## config.mk

```make
export PLATFORM = sky130hd
export DESIGN_NAME = stop_and_wait_chunk_receiver_top_flat
export DESIGN_NICKNAME = d
export VERILOG_FILES = /design/src/rtl/core/swcr_pkg.sv /design/src/rtl/core/swcr_if.sv /design/src/rtl/core/stop_and_wait_chunk_receiver_top.sv /design/src/rtl/core/swcr_regs.sv /design/src/rtl/core/swcr_step.sv /design/src/flat_wrapper.sv
export SDC_FILE = /design/constraint.sdc
export NUM_CORES = 1
export LEC_CHECK = 0
export ABC_AREA = 0
export BUFFER_PORTS_ARGS = -buffer_cell sky130_fd_sc_hd__buf_2
export CORE_MARGIN = 1.5
export CORE_UTILIZATION = 50
export CTS_CLUSTER_DIAMETER = 100
export CTS_CLUSTER_SIZE = 25
export DETAILED_ROUTE_END_ITERATION = 10
export PLACE_DENSITY = 0.73
export SETUP_SLACK_MARGIN = 0.2
export SYNTH_ARGS = -nofsm -noshare
export SYNTH_HDL_FRONTEND = slang
export SYNTH_SLANG_ARGS = --single-unit
```

## constraint.sdc

```tcl
create_clock -name clk_i -period 13.5 [get_ports clk_i]
set_clock_uncertainty 0.05 [all_clocks]
set_input_delay 0.675 -clock clk_i [delete_from_list [all_inputs] [get_ports clk_i]]
set_output_delay 0.675 -clock clk_i [all_outputs]
set_load 0.01 [all_outputs]
```

## src/rtl/core/swcr_pkg.sv

```systemverilog
`timescale 1ns / 1ps
`default_nettype none

package swcr_pkg;

  // width of the image size and byte count
  localparam int SIZE_BITS = 24;

  // the sum of a byte count and a frame length, one bit of headroom
  localparam int SUM_BITS = ((SIZE_BITS > 16) ? SIZE_BITS : 16) + 1;

  // configuration register file
  localparam int NUM_REGS  = 3;
  localparam int PADDR_W   = $clog2(NUM_REGS * 4);
  localparam int REG_IDX_W = PADDR_W - 2;
  localparam int PDATA_W   = 32;

  localparam logic [REG_IDX_W-1:0] REG_EXPECTED_SIZE = REG_IDX_W'(0);
  localparam logic [REG_IDX_W-1:0] REG_START_OFFSET  = REG_IDX_W'(1);
  localparam logic [REG_IDX_W-1:0] REG_TIMEOUT_TICKS = REG_IDX_W'(2);

  localparam logic [SIZE_BITS-1:0] EXPECTED_SIZE_RST = SIZE_BITS'(1);
  localparam logic [SIZE_BITS-1:0] START_OFFSET_RST  = '0;
  localparam logic [15:0]          TIMEOUT_TICKS_RST = 16'd30;

  typedef enum logic [2:0] {
    MODE_START      = 3'd0,
    MODE_FRAME      = 3'd1,
    MODE_CRC_ERR    = 3'd2,
    MODE_TOO_LARGE  = 3'd3,
    MODE_DISCONNECT = 3'd4,
    MODE_TICK       = 3'd5
  } mode_e;

  typedef enum logic [2:0] {
    ACK_OK         = 3'd0,
    ACK_BAD_SEQ    = 3'd1,
    ACK_OVER_SIZE  = 3'd2,
    ACK_WRITE_FAIL = 3'd3,
    ACK_CRC        = 3'd4,
    ACK_TOO_LARGE  = 3'd5
  } ack_code_e;

  typedef enum logic [1:0] {
    PH_IDLE   = 2'd0,
    PH_RECV   = 2'd1,
    PH_STAGED = 2'd2,
    PH_ERROR  = 2'd3
  } phase_e;

  typedef struct packed {
    logic [SIZE_BITS-1:0] expected_size;
    logic [SIZE_BITS-1:0] start_offset;
    logic [15:0]          timeout_ticks;
  } cfg_t;

  typedef struct packed {
    phase_e               phase;
    logic [SIZE_BITS-1:0] byte_count;
    logic [15:0]          next_seq;
    logic [15:0]          quiet_ticks;
  } state_t;

  typedef struct packed {
    logic [2:0]  mode;
    logic [15:0] frame_seq;
    logic [15:0] frame_length;
    logic        write_ok;
  } item_t;

  typedef struct packed {
    logic                 ack_valid;
    logic [15:0]          ack_seq;
    logic [2:0]           ack_code;
    logic                 commit_payload;
    logic [1:0]           session_state;
    logic [SIZE_BITS-1:0] received_bytes;
  } result_t;

endpackage

`default_nettype wire

```

## src/rtl/core/swcr_if.sv

```systemverilog
`timescale 1ns / 1ps
`default_nettype none

// event request channel
interface swcr_in_if;
  logic        valid;
  logic        ready;
  logic [2:0]  mode;
  logic [15:0] frame_seq;
  logic [15:0] frame_length;
  logic        write_ok;

  modport source (output valid, output mode, output frame_seq, output frame_length,
                  output write_ok, input ready);
  modport sink   (input valid, input mode, input frame_seq, input frame_length,
                  input write_ok, output ready);
endinterface

// result request channel
interface swcr_out_if;
  logic                           valid;
  logic                           ready;
  logic                           ack_valid;
  logic [15:0]                    ack_seq;
  logic [2:0]                     ack_code;
  logic                           commit_payload;
  logic [1:0]                     session_state;
  logic [swcr_pkg::SIZE_BITS-1:0] received_bytes;

  modport source (output valid, output ack_valid, output ack_seq, output ack_code,
                  output commit_payload, output session_state, output received_bytes,
                  input ready);
  modport sink   (input valid, input ack_valid, input ack_seq, input ack_code,
                  input commit_payload, input session_state, input received_bytes,
                  output ready);
endinterface

`default_nettype wire

```

## src/rtl/core/stop_and_wait_chunk_receiver_top.sv

```systemverilog
`timescale 1ns / 1ps
`default_nettype none

// Receiver side of a stop-and-wait image transfer. Each event request (start, frame, crc
// error, oversize frame, disconnect, tick) gives exactly one result request carrying the
// optional acknowledgement, the commit flag, the session state and the byte count. One
// event is taken every clock cycle while the result side is not stalled. Each event passes
// through the event register and then the result register, with the whole classification
// and state update done combinationally between them. A stalled result holds the event
// register, so a second event waits while both are full. Configuration (size, resume
// offset, timeout) is to be written by the user over the APB port while no events are in
// flight; the block itself does not enforce this. Registers sit at byte addresses 0, 4
// and 8.
module stop_and_wait_chunk_receiver_top (
  input  logic                          clk_i,
  input  logic                          rst_ni,
  swcr_in_if.sink                       in_i,
  swcr_out_if.source                    out_o,
  input  logic                          psel,
  input  logic                          penable,
  input  logic                          pwrite,
  input  logic [swcr_pkg::PADDR_W-1:0]  paddr,
  input  logic [swcr_pkg::PDATA_W-1:0]  pwdata,
  output logic [swcr_pkg::PDATA_W-1:0]  prdata,
  output logic                          pready
);

  swcr_pkg::cfg_t    cfg;
  swcr_pkg::state_t  state_q;
  swcr_pkg::state_t  state_d;
  swcr_pkg::state_t  step_state;
  swcr_pkg::item_t   item_q;
  swcr_pkg::item_t   item_d;
  swcr_pkg::result_t step_res;
  swcr_pkg::result_t res_q;
  swcr_pkg::result_t res_d;
  logic              in_valid_q;
  logic              in_valid_d;
  logic              out_valid_q;
  logic              out_valid_d;
  logic              in_take;
  logic              fire;

  swcr_regs u_regs (
    .clk_i   (clk_i),
    .rst_ni  (rst_ni),
    .psel    (psel),
    .penable (penable),
    .pwrite  (pwrite),
    .paddr   (paddr),
    .pwdata  (pwdata),
    .prdata  (prdata),
    .pready  (pready),
    .cfg_o   (cfg)
  );

  swcr_step u_step (
    .cfg_i    (cfg),
    .state_i  (state_q),
    .item_i   (item_q),
    .state_o  (step_state),
    .result_o (step_res)
  );

  // handshake: process when the result register is free or being drained
  assign fire     = in_valid_q & (~out_valid_q | out_o.ready);
  assign in_i.ready = ~in_valid_q | fire;
  assign in_take  = in_i.valid & in_i.ready;

  // event register
  always_comb begin
    in_valid_d = in_valid_q;
    item_d     = item_q;
    if (in_take) begin
      in_valid_d          = 1'b1;
      item_d.mode         = in_i.mode;
      item_d.frame_seq    = in_i.frame_seq;
      item_d.frame_length = in_i.frame_length;
      item_d.write_ok     = in_i.write_ok;
    end else if (fire) begin
      in_valid_d = 1'b0;
    end
  end

  // session state and result register
  always_comb begin
    state_d     = state_q;
    res_d       = res_q;
    out_valid_d = out_valid_q;
    if (fire) begin
      state_d     = step_state;
      res_d       = step_res;
      out_valid_d = 1'b1;
    end else if (out_o.ready) begin
      out_valid_d = 1'b0;
    end
  end

  always_ff @(posedge clk_i or negedge rst_ni) begin
    if (!rst_ni) begin
      in_valid_q          <= 1'b0;
      out_valid_q         <= 1'b0;
      state_q.phase       <= swcr_pkg::PH_IDLE;
      state_q.byte_count  <= '0;
      state_q.next_seq    <= '0;
      state_q.quiet_ticks <= '0;
    end else begin
      in_valid_q  <= in_valid_d;
      out_valid_q <= out_valid_d;
      state_q     <= state_d;
    end
  end

  always_ff @(posedge clk_i) begin
    item_q <= item_d;
    res_q  <= res_d;
  end

  assign out_o.valid          = out_valid_q;
  assign out_o.ack_valid      = res_q.ack_valid;
  assign out_o.ack_seq        = res_q.ack_seq;
  assign out_o.ack_code       = res_q.ack_code;
  assign out_o.commit_payload = res_q.commit_payload;
  assign out_o.session_state  = res_q.session_state;
  assign out_o.received_bytes = res_q.received_bytes;

endmodule

`default_nettype wire

```

## src/rtl/core/swcr_regs.sv

```systemverilog
`timescale 1ns / 1ps
`default_nettype none

module swcr_regs (
  input  logic                          clk_i,
  input  logic                          rst_ni,
  input  logic                          psel,
  input  logic                          penable,
  input  logic                          pwrite,
  input  logic [swcr_pkg::PADDR_W-1:0]  paddr,
  input  logic [swcr_pkg::PDATA_W-1:0]  pwdata,
  output logic [swcr_pkg::PDATA_W-1:0]  prdata,
  output logic                          pready,
  output swcr_pkg::cfg_t                cfg_o
);

  logic [swcr_pkg::REG_IDX_W-1:0] idx;
  logic                           wr_en;
  swcr_pkg::cfg_t                 cfg_q;
  swcr_pkg::cfg_t                 cfg_d;

  assign pready = 1'b1;
  assign idx    = paddr[swcr_pkg::PADDR_W-1:2];
  assign wr_en  = psel & penable & pwrite;

  // register write decode
  always_comb begin
    cfg_d = cfg_q;
    if (wr_en) begin
      case (idx)
        swcr_pkg::REG_EXPECTED_SIZE: begin
          cfg_d.expected_size = pwdata[swcr_pkg::SIZE_BITS-1:0];
        end
        swcr_pkg::REG_START_OFFSET: begin
          cfg_d.start_offset = pwdata[swcr_pkg::SIZE_BITS-1:0];
        end
        swcr_pkg::REG_TIMEOUT_TICKS: begin
          cfg_d.timeout_ticks = pwdata[15:0];
        end
        default: begin
          cfg_d = cfg_q;
        end
      endcase
    end
  end

  always_ff @(posedge clk_i or negedge rst_ni) begin
    if (!rst_ni) begin
      cfg_q.expected_size <= swcr_pkg::EXPECTED_SIZE_RST;
      cfg_q.start_offset  <= swcr_pkg::START_OFFSET_RST;
      cfg_q.timeout_ticks <= swcr_pkg::TIMEOUT_TICKS_RST;
    end else begin
      cfg_q <= cfg_d;
    end
  end

  // read mux
  always_comb begin
    case (idx)
      swcr_pkg::REG_EXPECTED_SIZE: begin
        prdata = swcr_pkg::PDATA_W'(cfg_q.expected_size);
      end
      swcr_pkg::REG_START_OFFSET: begin
        prdata = swcr_pkg::PDATA_W'(cfg_q.start_offset);
      end
      swcr_pkg::REG_TIMEOUT_TICKS: begin
        prdata = swcr_pkg::PDATA_W'(cfg_q.timeout_ticks);
      end
      default: begin
        prdata = '0;
      end
    endcase
  end

  assign cfg_o = cfg_q;

endmodule

`default_nettype wire

```

## src/rtl/core/swcr_step.sv

```systemverilog
`timescale 1ns / 1ps
`default_nettype none

module swcr_step (
  input  swcr_pkg::cfg_t    cfg_i,
  input  swcr_pkg::state_t  state_i,
  input  swcr_pkg::item_t   item_i,
  output swcr_pkg::state_t  state_o,
  output swcr_pkg::result_t result_o
);

  logic [swcr_pkg::SIZE_BITS-1:0] resume_off;
  logic [swcr_pkg::SUM_BITS-1:0]  sum;
  logic [swcr_pkg::SUM_BITS-1:0]  size_ext;
  logic [15:0]                    prev_seq;
  logic [15:0]                    ticks_inc;
  logic                           receiving;

  // resume offset falls back to zero when beyond the size
  assign resume_off = (cfg_i.start_offset <= cfg_i.expected_size) ? cfg_i.start_offset : '0;

  assign sum       = swcr_pkg::SUM_BITS'(state_i.byte_count) +
                     swcr_pkg::SUM_BITS'(item_i.frame_length);
  assign size_ext  = swcr_pkg::SUM_BITS'(cfg_i.expected_size);
  assign prev_seq  = state_i.next_seq - 16'd1;
  assign ticks_inc = (state_i.quiet_ticks != 16'hFFFF) ? state_i.quiet_ticks + 16'd1
                                                       : state_i.quiet_ticks;
  assign receiving = (state_i.phase == swcr_pkg::PH_RECV);

  // event classification and state update
  always_comb begin
    state_o  = state_i;
    result_o = '0;
    case (swcr_pkg::mode_e'(item_i.mode))
      swcr_pkg::MODE_START: begin
        if (!receiving && cfg_i.expected_size != '0) begin
          if (resume_off == cfg_i.expected_size) begin
            state_o.byte_count = cfg_i.expected_size;
            state_o.phase      = swcr_pkg::PH_STAGED;
          end else begin
            state_o.byte_count  = resume_off;
            state_o.next_seq    = '0;
            state_o.quiet_ticks = '0;
            state_o.phase       = swcr_pkg::PH_RECV;
          end
        end
      end
      swcr_pkg::MODE_FRAME: begin
        if (receiving) begin
          state_o.quiet_ticks = '0;
          result_o.ack_valid  = 1'b1;
          result_o.ack_seq    = item_i.frame_seq;
          result_o.ack_code   = swcr_pkg::ACK_OK;
          if (item_i.frame_length == '0) begin
            // end of stream
            state_o.phase = (state_i.byte_count >= cfg_i.expected_size) ?
                            swcr_pkg::PH_STAGED : swcr_pkg::PH_IDLE;
          end else if (item_i.frame_seq == prev_seq) begin
            // duplicate, re-ack only
            result_o.ack_code = swcr_pkg::ACK_OK;
          end else if (item_i.frame_seq != state_i.next_seq) begin
            result_o.ack_code = swcr_pkg::ACK_BAD_SEQ;
            state_o.phase     = swcr_pkg::PH_ERROR;
          end else if (sum > size_ext) begin
            result_o.ack_code = swcr_pkg::ACK_OVER_SIZE;
            state_o.phase     = swcr_pkg::PH_ERROR;
          end else if (!item_i.write_ok) begin
            result_o.ack_code = swcr_pkg::ACK_WRITE_FAIL;
            state_o.phase     = swcr_pkg::PH_ERROR;
          end else begin
            state_o.byte_count      = sum[swcr_pkg::SIZE_BITS-1:0];
            state_o.next_seq        = state_i.next_seq + 16'd1;
            result_o.commit_payload = 1'b1;
            state_o.phase = (sum >= size_ext) ? swcr_pkg::PH_STAGED : swcr_pkg::PH_RECV;
          end
        end
      end
      swcr_pkg::MODE_CRC_ERR: begin
        if (receiving) begin
          result_o.ack_valid = 1'b1;
          result_o.ack_seq   = item_i.frame_seq;
          result_o.ack_code  = swcr_pkg::ACK_CRC;
          state_o.phase      = swcr_pkg::PH_ERROR;
        end
      end
      swcr_pkg::MODE_TOO_LARGE: begin
        if (receiving) begin
          result_o.ack_valid = 1'b1;
          result_o.ack_seq   = '0;
          result_o.ack_code  = swcr_pkg::ACK_TOO_LARGE;
          state_o.phase      = swcr_pkg::PH_ERROR;
        end
      end
      swcr_pkg::MODE_DISCONNECT: begin
        if (receiving) begin
          state_o.phase = swcr_pkg::PH_IDLE;
        end
      end
      swcr_pkg::MODE_TICK: begin
        if (receiving) begin
          state_o.quiet_ticks = ticks_inc;
          if (ticks_inc > cfg_i.timeout_ticks) begin
            state_o.phase = swcr_pkg::PH_IDLE;
          end
        end
      end
      default: begin
        state_o = state_i;
      end
    endcase
    result_o.session_state  = state_o.phase;
    result_o.received_bytes = state_o.byte_count;
  end

endmodule

`default_nettype wire

```

## src/flat_wrapper.sv

```systemverilog
// flat-port wrapper written by rule: the top's interface ports become plain ports
module stop_and_wait_chunk_receiver_top_flat 
  (clk_i, rst_ni, psel, penable, pwrite, paddr, pwdata, prdata, pready, in_i_valid, in_i_mode, in_i_frame_seq, in_i_frame_length, in_i_write_ok, in_i_ready, out_o_valid, out_o_ack_valid, out_o_ack_seq, out_o_ack_code, out_o_commit_payload, out_o_session_state, out_o_received_bytes, out_o_ready);
  swcr_in_if in_i_i ();
  swcr_out_if out_o_i ();
  input  logic clk_i;
  input  logic rst_ni;
  input  logic psel;
  input  logic penable;
  input  logic pwrite;
  input  logic [swcr_pkg::PADDR_W-1:0] paddr;
  input  logic [swcr_pkg::PDATA_W-1:0] pwdata;
  output logic [swcr_pkg::PDATA_W-1:0] prdata;
  output logic pready;
  input wire logic [$bits(in_i_i.valid)-1:0] in_i_valid;
  input wire logic [$bits(in_i_i.mode)-1:0] in_i_mode;
  input wire logic [$bits(in_i_i.frame_seq)-1:0] in_i_frame_seq;
  input wire logic [$bits(in_i_i.frame_length)-1:0] in_i_frame_length;
  input wire logic [$bits(in_i_i.write_ok)-1:0] in_i_write_ok;
  output wire logic [$bits(in_i_i.ready)-1:0] in_i_ready;
  output wire logic [$bits(out_o_i.valid)-1:0] out_o_valid;
  output wire logic [$bits(out_o_i.ack_valid)-1:0] out_o_ack_valid;
  output wire logic [$bits(out_o_i.ack_seq)-1:0] out_o_ack_seq;
  output wire logic [$bits(out_o_i.ack_code)-1:0] out_o_ack_code;
  output wire logic [$bits(out_o_i.commit_payload)-1:0] out_o_commit_payload;
  output wire logic [$bits(out_o_i.session_state)-1:0] out_o_session_state;
  output wire logic [$bits(out_o_i.received_bytes)-1:0] out_o_received_bytes;
  input wire logic [$bits(out_o_i.ready)-1:0] out_o_ready;
  assign in_i_i.valid = in_i_valid;
  assign in_i_i.mode = in_i_mode;
  assign in_i_i.frame_seq = in_i_frame_seq;
  assign in_i_i.frame_length = in_i_frame_length;
  assign in_i_i.write_ok = in_i_write_ok;
  assign in_i_ready = in_i_i.ready;
  assign out_o_valid = out_o_i.valid;
  assign out_o_ack_valid = out_o_i.ack_valid;
  assign out_o_ack_seq = out_o_i.ack_seq;
  assign out_o_ack_code = out_o_i.ack_code;
  assign out_o_commit_payload = out_o_i.commit_payload;
  assign out_o_session_state = out_o_i.session_state;
  assign out_o_received_bytes = out_o_i.received_bytes;
  assign out_o_i.ready = out_o_ready;
  stop_and_wait_chunk_receiver_top u_core (.clk_i(clk_i), .rst_ni(rst_ni), .in_i(in_i_i), .out_o(out_o_i), .psel(psel), .penable(penable), .pwrite(pwrite), .paddr(paddr), .pwdata(pwdata), .prdata(prdata), .pready(pready));
endmodule
```

==> flow_metrics.py, run 1 <==
metrics = {
    "run_status": {
        "status": "finished clean",
    },
    "place": {
        "dp_hpwl_um": 31390,
        "gp_congestion": 0.9686,
        "io_buffer_count": 141,
    },
    "logic_synthesis": {
        "yosysTopAreaCell": "dfrtp_1",
        "yosys-top-cells-area": "dfrtp_1 21%, edfxtp_1 17%, ha_1 9.2%, nand2_1 3.9%, nor2_1 3.2%",
        "netlist_area_um2": 14520,
        "syn_inst": 1551,
        "ys_ff_latch": 207,
        "synth_ff_type": "dfrtp_1",
        "ys_warn_count": 0,
        "synth-edff-count": 83,
        "synthArstFlopShare": 0.5990,
        "seq_area_frac_synth": 0.3859,
        "synth_cell_types": 96,
        "synth.top_cell.area_share": 0.2051,
        "syn_avg_cell_area_um2": 9.359,
        "yosysMostFrequentCell": "nand2_1",
        "synth_commonest_cells": "152 x nand2_1, 125 x nor2_1, 119 x dfrtp_1, 107 x ha_1, 85 x o21ai_0",
    },
    "power": {
        "power.leakage_nw": 6.865,
        "comb_power_share": 0.367,
        "power_density_nw_per_um2": 131.9,
        "clockPowerShare": 0.207,
        "power.share.sequential": 0.425,
        "switchingPower_mw": 0.8175,
        "ir_drop_uv": 75.65,
        "p_int_mw": 1.276,
        "swShare": 0.3905,
    },
    "drt": {
        "firstDrtPassIters": 6,
        "avgViaCountPerCell": 6.264,
        "post_drt_wl_per_cell_um": 20.89,
        "via_count": 12748,
        "routed_wl_um": 42510,
        "dr.first_iter.drc_count": 1420,
        "ant_nets": 0,
        "drc": 0,
    },
    "floorplanning": {
        "core_area_um2": 28630,
        "ios": 161,
        "die_h_um": 173.4,
        "die_area_um2": 30060,
        "start_util": 0.5071,
        "rows": 62,
        "die_x_um": 173.4,
    },
    "layout": {
        "drive_gt1_frac": 0.1599,
        "antenna_cells": 0,
        "multiInputGateArea_um2": 8273,
        "final-seq-area_um2": 5602,
        "nets": 1832,
        "area_delta_synth_final_pct": 9.318,
        "fillers": 2562,
    },
    "global_routing": {
        "antenna_found_initial": 0,
        "grt_max_degree": 81,
        "grt_pass1_wl_um": 67190,
        "grt_pass1_vias": 11994,
        "grt_overflow": 0,
        "track_usage": 0.2816,
    },
    "critical_path": {
        "critPathMaxFanout": 16,
        "crit_required_ns": 13.74,
        "crit_path_start_kind": "register",
        "cp_cell_sequence": "ha_1, a211oi_1, o21ai_0, nor4b_1, o41ai_1, o21ai_0, and2_1, inv_1, nor2_1, xor2_1, ha_1, nand3_1, nor3_1, nand3_1, nor2_1, inv_1, a2111o_1, nor2_1, a22o_1, a22oi_1, o21ai_0",
        "slowest_delay_ns": 0.71,
        "criticalPathCategory": "register to register",
        "crit_path_end_kind": "register",
        "slowest_stage": "o41ai_1",
        "crit_arrival_ns": 6.79,
    },
    "timing": {
        "worst_pin_slew_ns": 1.387,
        "finalSetupViolCount": 0,
        "drv_slew": 0,
        "max_freq_ghz": 0.1526,
        "grt_setup_unrepaired": "false",
        "slew_headroom": 0.07174,
        "holdWs_ns": 0.1605,
        "setup_tns_ns": 0,
        "period_share": 0.4855,
        "finalHoldViolCount": 0,
        "fin_crit_ns": 6.554,
    },
    "run": {
        "maxCapViolCount": 0,
    },
    "clock_network": {
        "cts_resized": 0,
        "cts_tree": "done",
        "numCtsBuffers": 12,
        "clkTransAtPathRegs_ns": 0.11,
        "cts_max_level": 1,
        "clock_sinks": 207,
        "cts_root_buf": "clkbuf_16",
        "clock_path_buffers": 3,
        "cts_hold_buffers": 0,
        "cts_setup_buffers": 0,
        "clock_latency_ns": 0.50,
    },
    "hold_path": {
        "hp-class": "input pin to async pin",
    },
}
## power by group through the flow
| stage | Clock [mW] | Sequential (mW) | Combinational (mW) |
|---|---|---|---|
| global route | 0.467 | 0.901 | 0.856 |
| global placement | 0 | 0.894 | 0.729 |
| floorplan | 0 | 0.843 | 0.552 |
| CTS | 0.445 | 0.884 | 0.757 |
| detailed placement | 0 | 0.897 | 0.752 |
| finish | 0.434 | 0.891 | 0.769 |
## sequential cells by signal, indices dropped and copies added (netlist names)
| name | count |
|---|---|
| u_core.out_o.commit_payload | 1 |
| u_core.out_o.valid | 1 |
| u_core.item_q | 36 |
| u_core.out_o.ack_code | 3 |
| u_core.out_o.session_state | 2 |
| u_core.out_o.received_bytes | 24 |
| u_core.u_regs.cfg_o | 64 |
| u_core.in_valid_q | 1 |
| u_core.out_o.ack_valid | 1 |
| u_core.state_q | 58 |
| u_core.out_o.ack_seq | 16 |
## kinds of logic (layout without fill, tap and decap cells)
group,count (synthesis),in the layout,synth area share
fa+ha+maj,108,108,0.09360
xor+xnor,61,61,0.03680
buf+inv,156,249,0.04792
flops,207,207,0.3859
compound gates,426,426,0.2017
mux,72,72,0.05309
other cells,2,9,0.0005173
simple gates,519,519,0.1805
## routing by layer
| metal | global-route usage | up-vias | share of wire |
|---|---|---|---|
| met3 | 0.05417 | 87 | 0.087 |
| met2 | 0.4307 | 585 | 0.44 |
| li1 | - | 5914 | - |
| met1 | 0.3962 | 6162 | 0.44 |
| met4 | 0.1051 | 0 | 0.035 |
| met5 | 0 | - | 0 |
## cell usage in the layout (no fill, tap or decap), drive strengths merged, types with 24 or more instances in the layout
cell type / instances
mux2i: 32
nor4: 24
a21oi: 75
nand3: 36
xnor2: 44
nand4: 34
ha: 107
o21ai: 125
and2: 25
nor2: 125
inv: 73
edfxtp: 83
mux2: 40
a22oi: 25
buf: 156
nor3: 35
dfrtp: 119
nand2: 152
## worst paths after layout
| path | slack, ns | startpoint | cells after the start | endpoint |
|---|---|---|---|---|
| max in group asynchronous | 11.78 | rst_ni | 2 | u_core.u_regs.cfg_o[43] |
| worst max-delay path | 6.95 | u_core.state_q[33] | 21 | u_core.out_o.received_bytes[18] |
| worst max register to register | 6.95 | u_core.state_q[33] | 21 | u_core.out_o.received_bytes[18] |
| worst min register to register | 0.45 | u_core.in_valid_q | 1 | u_core.out_o.valid |
| worst min-delay path | 0.16 | rst_ni | 1 | u_core.state_q[35] |
| min in group clk_i | 0.29 | in_i_frame_length[6] | 1 | u_core.item_q[7] |
## through the flow
step / instance area, µm² / setup WS [ns] / total power, mW / instances / util
after floorplan: 14540 / 8.285 / 1.395 / 1558 / -
after global placement: 15450 / 7.249 / 1.624 / 2015 / 0.5397
after detailed placement: 15450 / 7.148 / 1.650 / 2015 / 0.5397
after CTS: 15870 / 7.076 / 2.087 / 2035 / 0.5544
after global routing: 15870 / 6.629 / 2.224 / 2035 / 0.5544
final: 15870 / 6.946 / 2.094 / 2035 / 0.5544
## layout make-up
class | instances | share of cell area
flip-flops and latches | 207 | 0.3530
well taps | 384 | 0.03028
clock inverters | 1 | 0.0005519
repair buffers | 156 | 0.05172
inverters | 73 | 0.01727
clock buffers | 19 | 0.02586
multi-input cells | 1195 | 0.5213
## worst max-delay path, delay by kind of cell, from the launching register on
family / cells / cell delay (ns)
flip-flops: 1 / 0.48
adder cells (fa/ha/maj): 2 / 0.61
buffers and inverters: 2 / 0.37
XOR/XNOR: 1 / 0.15
AO/OA/AOI/OAI: 8 / 2.71
AND/OR/NAND/NOR: 8 / 1.94
No activity file was read; power rests on OpenSTA's default activity.
==> inputs of run 2 (changes only) <==
--- a/config.mk
+++ b/config.mk
@@ -12,7 +12,7 @@
 export CTS_CLUSTER_DIAMETER = 100
 export CTS_CLUSTER_SIZE = 25
 export DETAILED_ROUTE_END_ITERATION = 10
-export PLACE_DENSITY = 0.73
+export PLACE_DENSITY = 0.75
 export SETUP_SLACK_MARGIN = 0.2
 export SYNTH_ARGS = -nofsm -noshare
 export SYNTH_HDL_FRONTEND = slang
==> constraint.sdc (replaced) <==
create_clock -name clk_i -period 5.61 [get_ports clk_i]
set_clock_uncertainty 0.05 [all_clocks]
set_input_delay 0.2805 -clock clk_i [delete_from_list [all_inputs] [get_ports clk_i]]
set_output_delay 0.2805 -clock clk_i [all_outputs]
set_load 0.01 [all_outputs]
==> run 2 against run 1 <==
  * The flow now finishes with violations (negative hold slack)
  * First-iteration DRC count fell by 13%
  * Register-to-register slack worse by 6.8 ns
  * Core utilization increased by 4.2 points
  * Largest cell class unchanged
==> flow_metrics.py, run 2 (synthesis gave the netlist of run 1 again) <==
metrics = {
    "run_status": {
        "status": "complete, but fails checks",
        "violations": "negative hold slack",
    },
    "floorplanning": {
        "ios": 161,
        "core_area_um2": 28630,
        "start_util": 0.5071,
        "rows": 62,
        "die_h_um": 173.4,
        "die_area_um2": 30060,
        "die_x_um": 173.4,
    },
    "global_routing": {
        "antenna_found_initial": 1,
        "grt_overflow": 0,
        "grt_max_degree": 72,
        "grt_pass1_wl_um": 69770,
        "grt_pass1_vias": 12535,
        "track_usage": 0.2944,
    },
    "critical_path": {
        "critPathMostFrequentCell": "buf_4",
        "crit_required_ns": 5.76,
        "critPathMaxFanout": 6,
        "crit_arrival_ns": 5.57,
        "cp_cell_sequence": "ha_1, nor3_1, o21ai_2, nor4b_2, buf_4, o41ai_2, buf_4, o21ai_0, buf_4, and2_1, nand3_1, xnor2_1, ha_1, nand4_1, buf_4, nand2b_1, a31oi_1, or3_4, a2111o_1, nor2_2, mux2_4, a22oi_2, o21ai_1",
        "slowest_delay_ns": 0.57,
        "slowest_stage": "a2111o_1",
        "r2r_cells": 23,
        "criticalPathCategory": "register to register",
        "crit_path_end_kind": "register",
        "crit_path_start_kind": "register",
    },
    "drt": {
        "avgViaCountPerCell": 6.228,
        "dr.first_iter.drc_count": 1229,
        "drc": 0,
        "post_drt_wl_per_cell_um": 21.10,
        "firstDrtPassIters": 6,
        "via_count": 13390,
        "routed_wl_um": 45380,
        "ant_nets": 0,
    },
    "power": {
        "power.leakage_nw": 7.433,
        "power_density_nw_per_um2": 303.1,
        "ir_drop_uv": 256.3,
    },
    "hold_path": {
        "hp-class": "input pin to register",
        "holdPathStages": 3,
    },
    "clock_network": {
        "numCtsBuffers": 12,
        "clock_sinks": 207,
        "clock_path_buffers": 3,
        "cts_max_level": 1,
        "clkTransAtPathRegs_ns": 0.10,
        "cts_tree": "done",
        "cts_root_buf": "clkbuf_16",
        "clock_latency_ns": 0.50,
    },
    "timing": {
        "holdWs_ns": -0.000003386,
        "worst_pin_slew_ns": 1.140,
        "slew_headroom": 0.2380,
        "grt_setup_unrepaired": "true",
        "setup_tns_ns": 0,
        "drv_slew": 0,
        "finalHoldViolCount": 1,
        "fin_crit_ns": 5.421,
        "period_share": 0.9663,
        "finalSetupViolCount": 0,
        "max_freq_ghz": 0.1845,
    },
    "layout": {
        "antenna_cells": 0,
        "nets": 1947,
        "fillers": 2387,
        "utilization": 0.5960,
        "largest_reg_flops": 64,
        "layout_common_cells": "150 x nand2_1, 140 x buf_2, 121 x nor2_1",
        "drive_gt1_frac": 0.2022,
        "area_delta_synth_final_pct": 17.52,
        "multiInputGateArea_um2": 8479,
        "layout_commonest_cell": "nand2_1",
        "final-seq-area_um2": 5602,
        "finish.instance_area_um2": 17060,
        "fin_cells": 2150,
    },
    "place": {
        "place_area_um2": 15870,
        "io_buffer_count": 141,
        "post-place-cells": 2068,
        "dp_hpwl_um": 33050,
        "gp_congestion": 0.9828,
    },
    "run": {
        "maxCapViolCount": 0,
    },
}
## run 2: changes by cell type in the layout (fill, tap and decap cells not counted), moves of 3 or more
cell and change:
o41ai_1 -3, nand3_2 +3, buf_6 +5, dlygate4sd3_1 +55
o21ai_1 +5, a21oi_2 +4, a21oi_1 -5, nor2_1 -4
nand3_1 -3, buf_4 +54, o21ai_0 -7
## run 2: repair_timing
action / in CTS / in global routing
pin swaps: 1 / 21
hold buffers: 55 / 0
resized for setup: 4 / 50
setup buffers: 0 / 7
endpoints found under the hold margin: 120 / 0
setup endpoints to repair: 34 / 65
## run 2: path summary, 6_finish.rpt
path / startpoint / to / slack (ns)
setup / recovery: u_core.state_q[37] / u_core.out_o.received_bytes[23] / 0.19
hold / removal: pwdata[13] / u_core.u_regs.cfg_o[53] / -0.000003
setup reg to reg: u_core.state_q[37] / u_core.out_o.received_bytes[23] / 0.19
hold reg to reg: u_core.in_valid_q / u_core.out_o.valid / 0.45
max in group asynchronous: rst_ni / u_core.u_regs.cfg_o[17] / 3.73
min in group asynchronous: rst_ni / u_core.state_q[13] / 0.33
## run 2: area by class of cell
| type | instances | area share |
|---|---|---|
| sequential | 207 | 0.3283 |
| clock inverter | 3 | 0.001247 |
| multi-input combinational | 1195 | 0.4970 |
| clock buffer | 17 | 0.02054 |
| tap | 384 | 0.02816 |
| timing repair buffer | 271 | 0.1086 |
| inverter | 73 | 0.01606 |
## run 2: power breakdown
group          total, mW  internal (mW)  switching (mW)
sequential          2.13           1.80           0.324
clock              0.970          0.447           0.524
combinational       2.07          0.874            1.20
## run 2: worst max-delay path: cells and delay by family (launching register included)
| kind | cells | cell delay [ns] |
|---|---|---|
| and+or+nand+nor | 8 | 1.67 |
| AOI/OAI and AO/OA | 7 | 1.38 |
| buffers and inverters | 4 | 0.61 |
| adders and majority gates | 2 | 0.52 |
| DFF | 1 | 0.44 |
| muxes | 1 | 0.32 |
| xor gates and xnor gates | 1 | 0.14 |
## run 2: per-layer routing
| layer | global-route usage | vias up | routed length, µm |
|---|---|---|---|
| li1 | - | 6149 | - |
| met2 | 0.4577 | 652 | 19860 |
| met3 | 0.05329 | 103 | 4160 |
| met1 | 0.4113 | 6486 | 19630 |
| met5 | 0 | - | 0 |
| met4 | 0.1065 | 0 | 1723 |
## run 2: metrics by stage
stage	hold WS [ns]	setup WS (ns)	total power [mW]
floorplan	-0.06509	0.3950	3.357
global placement	0.3497	0.1109	3.996
detailed placement	0.3582	0.01905	4.059
CTS	0.001429	0.1621	5.065
global route	0.01602	0.02721	5.446
finish	-0.000003386	0.1892	5.171
